**config.mk**
```make
export PLATFORM = sky130hd
export DESIGN_NAME = frequency_to_octave_note_cents
export DESIGN_NICKNAME = d
export VERILOG_FILES = /design/src/rtl/fonc_pkg.sv /design/src/rtl/frequency_to_octave_note_cents.sv /design/src/rtl/fonc_ctrl.sv
export SDC_FILE = /design/constraint.sdc
export NUM_CORES = 2
export LEC_CHECK = 0
export BUFFER_PORTS_ARGS = -buffer_cell sky130_fd_sc_hd__clkbuf_2
export CORE_UTILIZATION = 45
export DETAILED_ROUTE_END_ITERATION = 7
export MAX_ROUTING_LAYER = met4
export PLACE_DENSITY_LB_ADDON = 0.15
export SYNTH_ARGS = -nofsm -noshare
export SYNTH_HDL_FRONTEND = slang
export SYNTH_HIERARCHICAL = 1
export SYNTH_SLANG_ARGS = --single-unit
```
**constraint.sdc**
```tcl
create_clock -name clk -period 11.4 [get_ports clk]
set_input_delay 0.57 -clock clk [delete_from_list [all_inputs] [get_ports clk]]
set_output_delay 0.57 -clock clk [all_outputs]
set_load 0.02 [all_outputs]
```
**src/rtl/fonc_pkg.sv**
```systemverilog
// Shared types, constants and the microcode program of the frequency-to-note block.
package fonc_pkg;

	// field widths
	localparam int FREQ_W  = 24;
	localparam int A4_W    = 18;
	localparam int OCT_W   = 4;
	localparam int SEMI_W  = 4;
	localparam int CENTS_W = 7;

	// default fixed-point formats
	localparam int DEF_FREQ_FRAC_BITS = 8;
	localparam int DEF_WORK_FRAC_BITS = 16;

	// reset reference pitch: 440 Hz in Q10.8
	localparam logic [A4_W-1:0] A4_RESET = 18'd112640;

	// Q1.30 constants and multiplier geometry
	localparam int K_FRAC  = 30;
	localparam int MUL_A_W = 30;
	localparam int MUL_B_W = 31;
	localparam int PROD_W  = MUL_A_W + MUL_B_W;
	localparam int SPLIT_W = 2 * MUL_A_W;
	localparam logic [MUL_B_W-1:0] K_C0_Q30   = 31'd39903169;
	localparam logic [MUL_B_W-1:0] K_SEMI_Q30 = 31'd1137589835;
	localparam logic [MUL_B_W-1:0] K_CENT_Q30 = 31'd1074362220;

	// search limits and rounding
	localparam logic [OCT_W-1:0]   MAX_DOUBLINGS  = 4'd15;
	localparam logic [SEMI_W-1:0]  MAX_SEMITONES  = 4'd11;
	localparam logic [CENTS_W-1:0] MAX_CENTS      = 7'd99;
	localparam logic [CENTS_W-1:0] ROUND_LIMIT    = 7'd50;
	localparam logic [CENTS_W-1:0] CENTS_PER_NOTE = 7'd100;
	localparam logic [SEMI_W-1:0]  NOTES_PER_OCT  = 4'd12;

	// step counter
	localparam int PC_W = 4;
	localparam logic [PC_W-1:0] PC_IDLE    = 4'd0;
	localparam logic [PC_W-1:0] PC_DOUBLE  = 4'd4;
	localparam logic [PC_W-1:0] PC_SEMI_HI = 4'd6;
	localparam logic [PC_W-1:0] PC_CENT_HI = 4'd9;
	localparam logic [PC_W-1:0] PC_ROUND   = 4'd11;

	typedef enum logic [3:0] {
		OP_WAIT,
		OP_MUL_C0,
		OP_LOAD_C0,
		OP_CHECK,
		OP_DOUBLE,
		OP_MUL_LO,
		OP_MUL_HI,
		OP_TEST,
		OP_ROUND,
		OP_RESTART
	} op_t;

	typedef enum logic {
		KS_SEMI,
		KS_CENT
	} k_sel_t;

	typedef struct packed {
		op_t             op;
		k_sel_t          ksel;
		logic [PC_W-1:0] jmp;
	} ctrl_word_t;

	typedef struct packed {
		logic start;
		logic le_test;
		logic le_double;
		logic le_next;
		logic dbl_room;
		logic step_room;
	} status_t;

	// microcode program: a taken condition jumps to jmp, otherwise advance
	function automatic ctrl_word_t ucode_rom(input logic [PC_W-1:0] addr);
		ctrl_word_t w;
		w = '{op: OP_RESTART, ksel: KS_SEMI, jmp: PC_IDLE};
		unique case (addr)
			4'd0:    w = '{op: OP_WAIT,    ksel: KS_SEMI, jmp: PC_IDLE};
			4'd1:    w = '{op: OP_MUL_C0,  ksel: KS_SEMI, jmp: PC_IDLE};
			4'd2:    w = '{op: OP_LOAD_C0, ksel: KS_SEMI, jmp: PC_IDLE};
			4'd3:    w = '{op: OP_CHECK,   ksel: KS_SEMI, jmp: PC_ROUND};
			4'd4:    w = '{op: OP_DOUBLE,  ksel: KS_SEMI, jmp: PC_DOUBLE};
			4'd5:    w = '{op: OP_MUL_LO,  ksel: KS_SEMI, jmp: PC_IDLE};
			4'd6:    w = '{op: OP_MUL_HI,  ksel: KS_SEMI, jmp: PC_IDLE};
			4'd7:    w = '{op: OP_TEST,    ksel: KS_SEMI, jmp: PC_SEMI_HI};
			4'd8:    w = '{op: OP_MUL_LO,  ksel: KS_CENT, jmp: PC_IDLE};
			4'd9:    w = '{op: OP_MUL_HI,  ksel: KS_CENT, jmp: PC_IDLE};
			4'd10:   w = '{op: OP_TEST,    ksel: KS_CENT, jmp: PC_CENT_HI};
			4'd11:   w = '{op: OP_ROUND,   ksel: KS_SEMI, jmp: PC_IDLE};
			default: w = '{op: OP_RESTART, ksel: KS_SEMI, jmp: PC_IDLE};
		endcase
		return w;
	endfunction

endpackage

```
**src/rtl/frequency_to_octave_note_cents.sv**
```systemverilog
// Top level: frequency to equal-tempered octave, semitone and cents.
//
// Usage: drive frequency (unsigned, FREQ_FRAC_BITS fraction bits) and raise
// start; the item is taken at a clock edge where start is high and busy is
// low. busy stays high while the search runs. The result appears on octave,
// semitone and cents_offset for one cycle with done high; the receiver has
// no way to hold it, so it must take it in that cycle.
// The A4 reference is written through cfg_valid/cfg_data; cfg_ready is
// always high. Write it only while no item is in flight.
// Steps: one shared 30x31 multiplier does every product. After the C0
// product and load, the search doubles the test value once per octave,
// then steps by semitones and then by cents: each semitone or cent step
// is a multiply-high/add step and a compare step that also starts the
// next low-half product. A frequency below C0 goes straight to rounding.
// A new item can be taken in the cycle done is high.
// Reset: the step counter returns to idle, done drops and the reference
// goes back to 440 Hz.
module frequency_to_octave_note_cents #(
	parameter int FREQ_FRAC_BITS = fonc_pkg::DEF_FREQ_FRAC_BITS,
	parameter int WORK_FRAC_BITS = fonc_pkg::DEF_WORK_FRAC_BITS
) (
	input  logic                               clk,
	input  logic                               arst_n,
	input  logic                               start,
	output logic                               busy,
	input  logic [fonc_pkg::FREQ_W-1:0]        frequency,
	input  logic                               cfg_valid,
	output logic                               cfg_ready,
	input  logic [fonc_pkg::A4_W-1:0]          cfg_data,
	output logic                               done,
	output logic [fonc_pkg::OCT_W-1:0]         octave,
	output logic [fonc_pkg::SEMI_W-1:0]        semitone,
	output logic signed [fonc_pkg::CENTS_W-1:0] cents_offset
);
	import fonc_pkg::*;

	// test value width holds twice the largest aligned input
	localparam int TW       = FREQ_W + WORK_FRAC_BITS - FREQ_FRAC_BITS + 1;
	localparam int CW       = TW + FREQ_FRAC_BITS;
	localparam int SHIFT_C0 = K_FRAC + FREQ_FRAC_BITS - WORK_FRAC_BITS;

	ctrl_word_t         cw;
	status_t            status;
	logic [PC_W-1:0]    pc;

	logic [A4_W-1:0]    a4_q;
	logic [FREQ_W-1:0]  freq_q;
	logic [TW-1:0]      t_q;
	logic [TW-1:0]      n_q;
	logic [PROD_W-1:0]  pl_q;
	logic [OCT_W-1:0]   oct_q;
	logic [SEMI_W-1:0]  note_q;
	logic [CENTS_W-1:0] cents_q;
	logic               done_q;
	logic [OCT_W-1:0]   oct_out_q;
	logic [SEMI_W-1:0]  semi_out_q;
	logic [CENTS_W-1:0] cents_out_q;

	logic [SPLIT_W-1:0] t_x;
	logic [SPLIT_W-1:0] n_x;
	logic [TW-1:0]      t_dbl;
	logic [MUL_A_W-1:0] mul_a;
	logic [MUL_B_W-1:0] mul_b;
	logic [PROD_W-1:0]  prod;
	logic [MUL_B_W-1:0] k_step;

	logic [OCT_W-1:0]   oct_rnd;
	logic [SEMI_W-1:0]  semi_rnd;
	logic [CENTS_W-1:0] cents_rnd;
	logic [SEMI_W-1:0]  semi_inc;

	// test value against the input, both aligned to the same fraction bits
	function automatic logic at_or_below(input logic [TW-1:0] v,
		input logic [FREQ_W-1:0] f);
		logic [CW-1:0] lhs;
		logic [CW-1:0] rhs;
		lhs = CW'(v) << FREQ_FRAC_BITS;
		rhs = CW'(f) << WORK_FRAC_BITS;
		return lhs <= rhs;
	endfunction

	fonc_ctrl u_ctrl (
		.clk    (clk),
		.arst_n (arst_n),
		.status (status),
		.cw     (cw),
		.pc     (pc)
	);

	// select multiplier operands for this step
	always_comb begin
		t_x    = SPLIT_W'(t_q);
		n_x    = SPLIT_W'(n_q);
		t_dbl  = {t_q[TW-2:0], 1'b0};
		k_step = (cw.ksel == KS_CENT) ? K_CENT_Q30 : K_SEMI_Q30;
		mul_a  = '0;
		mul_b  = '0;
		case (cw.op)
			OP_MUL_C0: begin
				mul_a = MUL_A_W'(a4_q);
				mul_b = K_C0_Q30;
			end
			OP_MUL_LO: begin
				mul_a = t_x[MUL_A_W-1:0];
				mul_b = k_step;
			end
			OP_MUL_HI: begin
				mul_a = t_x[SPLIT_W-1:MUL_A_W];
				mul_b = k_step;
			end
			OP_TEST: begin
				mul_a = n_x[MUL_A_W-1:0];
				mul_b = k_step;
			end
			default: begin
				mul_a = '0;
				mul_b = '0;
			end
		endcase
		prod = PROD_W'(mul_a) * PROD_W'(mul_b);
	end

	// gather the sequencer's branch conditions
	always_comb begin
		status.start     = start;
		status.le_test   = at_or_below(t_q, freq_q);
		status.le_double = at_or_below(t_dbl, freq_q);
		status.le_next   = at_or_below(n_q, freq_q);
		status.dbl_room  = oct_q < MAX_DOUBLINGS;
		status.step_room = (cw.ksel == KS_CENT) ? (cents_q < MAX_CENTS)
			: (note_q < MAX_SEMITONES);
	end

	// round a cents count above the half note up to the next note
	always_comb begin
		oct_rnd   = oct_q;
		semi_rnd  = note_q;
		cents_rnd = cents_q;
		semi_inc  = note_q + 1'b1;
		if (cents_q > ROUND_LIMIT) begin
			cents_rnd = cents_q - CENTS_PER_NOTE;
			if (semi_inc >= NOTES_PER_OCT) begin
				semi_rnd = '0;
				oct_rnd  = oct_q + 1'b1;
			end else begin
				semi_rnd = semi_inc;
			end
		end
	end

	// hold the reference pitch
	always_ff @(posedge clk or negedge arst_n) begin
		if (!arst_n) begin
			a4_q <= A4_RESET;
		end else if (cfg_valid) begin
			a4_q <= cfg_data;
		end
	end

	// pulse the result strobe after the rounding step
	always_ff @(posedge clk or negedge arst_n) begin
		if (!arst_n) begin
			done_q <= 1'b0;
		end else begin
			done_q <= (cw.op == OP_ROUND);
		end
	end

	// datapath registers driven by the control word
	always_ff @(posedge clk) begin
		case (cw.op) inside
			OP_WAIT: begin
				if (start) begin
					freq_q  <= frequency;
					oct_q   <= '0;
					note_q  <= '0;
					cents_q <= '0;
				end
			end
			OP_MUL_C0, OP_MUL_LO: begin
				pl_q <= prod;
			end
			OP_LOAD_C0: begin
				t_q <= TW'(pl_q >> SHIFT_C0);
			end
			OP_DOUBLE: begin
				if (status.le_double && status.dbl_room) begin
					t_q   <= t_dbl;
					oct_q <= oct_q + 1'b1;
				end
			end
			OP_MUL_HI: begin
				n_q <= TW'(prod + PROD_W'(pl_q >> K_FRAC));
			end
			OP_TEST: begin
				pl_q <= prod;
				if (status.le_next && status.step_room) begin
					t_q <= n_q;
					if (cw.ksel == KS_CENT) begin
						cents_q <= cents_q + 1'b1;
					end else begin
						note_q <= note_q + 1'b1;
					end
				end
			end
			OP_ROUND: begin
				oct_out_q   <= oct_rnd;
				semi_out_q  <= semi_rnd;
				cents_out_q <= cents_rnd;
			end
			default: begin
			end
		endcase
	end

	assign busy         = (pc != PC_IDLE);
	assign cfg_ready    = 1'b1;
	assign done         = done_q;
	assign octave       = oct_out_q;
	assign semitone     = semi_out_q;
	assign cents_offset = cents_out_q;

endmodule

```
**src/rtl/fonc_ctrl.sv**
```systemverilog
// Microcode sequencer: step counter, program table and conditional jumps.
module fonc_ctrl (
	input  logic                  clk,
	input  logic                  arst_n,
	input  fonc_pkg::status_t     status,
	output fonc_pkg::ctrl_word_t  cw,
	output logic [fonc_pkg::PC_W-1:0] pc
);
	import fonc_pkg::*;

	logic [PC_W-1:0] pc_q;
	logic [PC_W-1:0] pc_next;
	logic            take;

	// hold the step counter
	always_ff @(posedge clk or negedge arst_n) begin
		if (!arst_n) begin
			pc_q <= PC_IDLE;
		end else begin
			pc_q <= pc_next;
		end
	end

	// fetch the control word and pick the next step
	always_comb begin
		cw = ucode_rom(pc_q);
		take = 1'b0;
		unique case (cw.op)
			OP_WAIT:    take = !status.start;
			OP_CHECK:   take = !status.le_test;
			OP_DOUBLE:  take = status.le_double && status.dbl_room;
			OP_TEST:    take = status.le_next && status.step_room;
			OP_ROUND:   take = 1'b1;
			OP_RESTART: take = 1'b1;
			default:    take = 1'b0;
		endcase
		pc_next = take ? cw.jmp : pc_q + 1'b1;
	end

	assign pc = pc_q;

endmodule

```
==> results.sh <==
export IMPL_status="finished, final reports clean"
export IMPL_nets=4593
export IMPL_h_tree_depth=4
export IMPL_num_vias=23500
export IMPL_areaGrowthSynthToFinish_pct=8.31
export IMPL_cts_buffer_depth=2
export IMPL_required_ns=11.60
export IMPL_slew_violations=0
export IMPL_fin_skew_ns=0.0267
export IMPL_hold_class="in -> async"
export IMPL_max_stage_delay_ns=0.55
export IMPL_clock_latency_ns=0.51
export IMPL_critical_path_class="reg -> reg"
export IMPL_ys_warn_count=6
export IMPL_min_period_over_period_pct=96.0
export IMPL_syn_inst=3346
export IMPL_place_inst=4427
export IMPL_first_pass_iters=7
export IMPL_cts_sinks=182
export IMPL_vias_per_cell=5.27
export IMPL_final_common_cell="inv_1"
export IMPL_path_max_fanout=10
export IMPL_slew_headroom_pct=30.8
export IMPL_cts_buffers=17
export IMPL_finalSetupViolCount=0
export IMPL_multi_input_area_sq_um=25100
export IMPL_maxCapViolations=0
export IMPL_cpMaxStageDelayCell="fa_1"
export IMPL_hpwlAfterDp_microns=92200
export IMPL_place_gp_congestion=0.980
export IMPL_drt_wl_total_microns=104000
export IMPL_grt_pass1_wl_microns=157000
export IMPL_design_area_sq_um=36600
export IMPL_fmax_mhz=91.4
export IMPL_rows=100
export IMPL_die_y_microns=276
export IMPL_syn_avg_cell_area_sq_um=10.1
export IMPL_regArea_sq_um=5360
export IMPL_start_kind="flop"
export IMPL_remaining_drc_errors=0
export IMPL_grt_overflow=0
export IMPL_drive_gt1_share_pct=7.36
export IMPL_layoutNonFillerInstCount=4462
export IMPL_coreArea_sq_um=74300
export IMPL_drt_iter0_drc=1930
export IMPL_hold_slack_ns=0.0714
export IMPL_cts_tree="built"
export IMPL_initial_core_util_pct=45.5
export IMPL_die_w_microns=276
export IMPL_holdBufCountCts=0
export IMPL_period_minus_slack_ns=10.94
export IMPL_ios=64
export IMPL_cp_arrival_ns=11.15
export IMPL_dpl_cell_area_sq_um=35800
export IMPL_wl_per_cell_microns=23.3
export IMPL_fin_util_pct=49.3
export IMPL_antenna_found_initial=2
export IMPL_clkSlewWorstSetupHoldPaths_ns=0.09
export IMPL_crit_path_end_kind="flop"
export IMPL_root_buffer="clkbuf_16"
export IMPL_postRouteAntennaNets=0
export IMPL_grt_max_degree=40
export IMPL_grt_pass1_vias=24600
export IMPL_rsz0062_at_grt="yes"
export IMPL_grt_use_total_pct=29.2
export IMPL_n_fill_cell=7131
export IMPL_die_area_sq_um=76200
export IMPL_synth_area_sq_um=33800
export IMPL_tightest_slew_ns=1.04
export IMPL_hold_viol=0
export IMPL_final_cell_mix="918 x inv_1, 634 x fa_1, 433 x ha_1, 222 x nand2_1, 159 x edfxtp_1"
export IMPL_io_buffer_count=62
-- critical path, delay by kind of cell (launching register included) --
kind                       cells  cell delay, ns
adders and majority gates     11            4.67
xor gates and xnor gates       1            0.47
muxes                          1            0.38
buffers and inverters          9            0.86
and+or+nand+nor               11            2.12
AOI/OAI and AO/OA              8            1.71
DFF                            1            0.45
-- state kept, by name, summed over array words and instances (netlist names) --
| signal | flops |
|---|---|
| pl_q | 39 |
| n_q | 33 |
| t_q | 33 |
| freq_q | 24 |
| a4_q | 18 |
| cents_offset | 7 |
| cents_q | 7 |
| note_q | 4 |
| oct_q | 4 |
| octave | 4 |
| semitone | 4 |
| u_ctrl/pc | 4 |
| done | 1 |
-- timing repair --
action,CTS,global route
setup buffers,0,2
gates resized for setup,0,27
endpoints found under the setup margin,0,10
-- worst paths after layout --
path | startpoint | to | slack, ns | cells past startpoint
setup / recovery | u_ctrl/pc[0] | n_q[30] | 0.46 | 41
hold / removal | arst_n | a4_q[2] | 0.07 | 1
setup reg to reg | u_ctrl/pc[0] | n_q[30] | 0.46 | 41
hold reg to reg | a4_q[7] | a4_q[7] | 0.51 | 1
max in group asynchronous | arst_n | u_ctrl/pc[1] | 10.90 | 1
min in group clk | frequency[21] | freq_q[21] | 0.23 | 1
-- through the flow --
stage	worst slack [ns]	setup TNS [ns]
5_1_grt	-0.111	-0.119
3_3_place_gp	0.181	0
6_report	0.458	0
3_5_place_dp	0.0664	0
4_1_cts	0.0193	0
2_1_floorplan	0.206	0
-- cell type report --
class | instances | share of cell area, %
antenna | 1 | 0.00684
clock buffer | 17 | 1.16
clock inverter | 15 | 0.564
inverter | 918 | 9.41
multi-input combinational | 2228 | 68.5
sequential | 182 | 14.6
tap | 969 | 3.31
timing repair buffer | 132 | 2.39
-- metal layers --
metal	GRT usage (%)	vias up	part of all wire, %
met3	4.68	154	6.4
met1	39.6	11800	43
met4	10.3	0	4.0
met2	44.4	807	46
li1	-	10800	-
met5	-	-	0
Power is not shown: default switching activity piles up to over one toggle a cycle in this logic, so the estimate is an artifact.
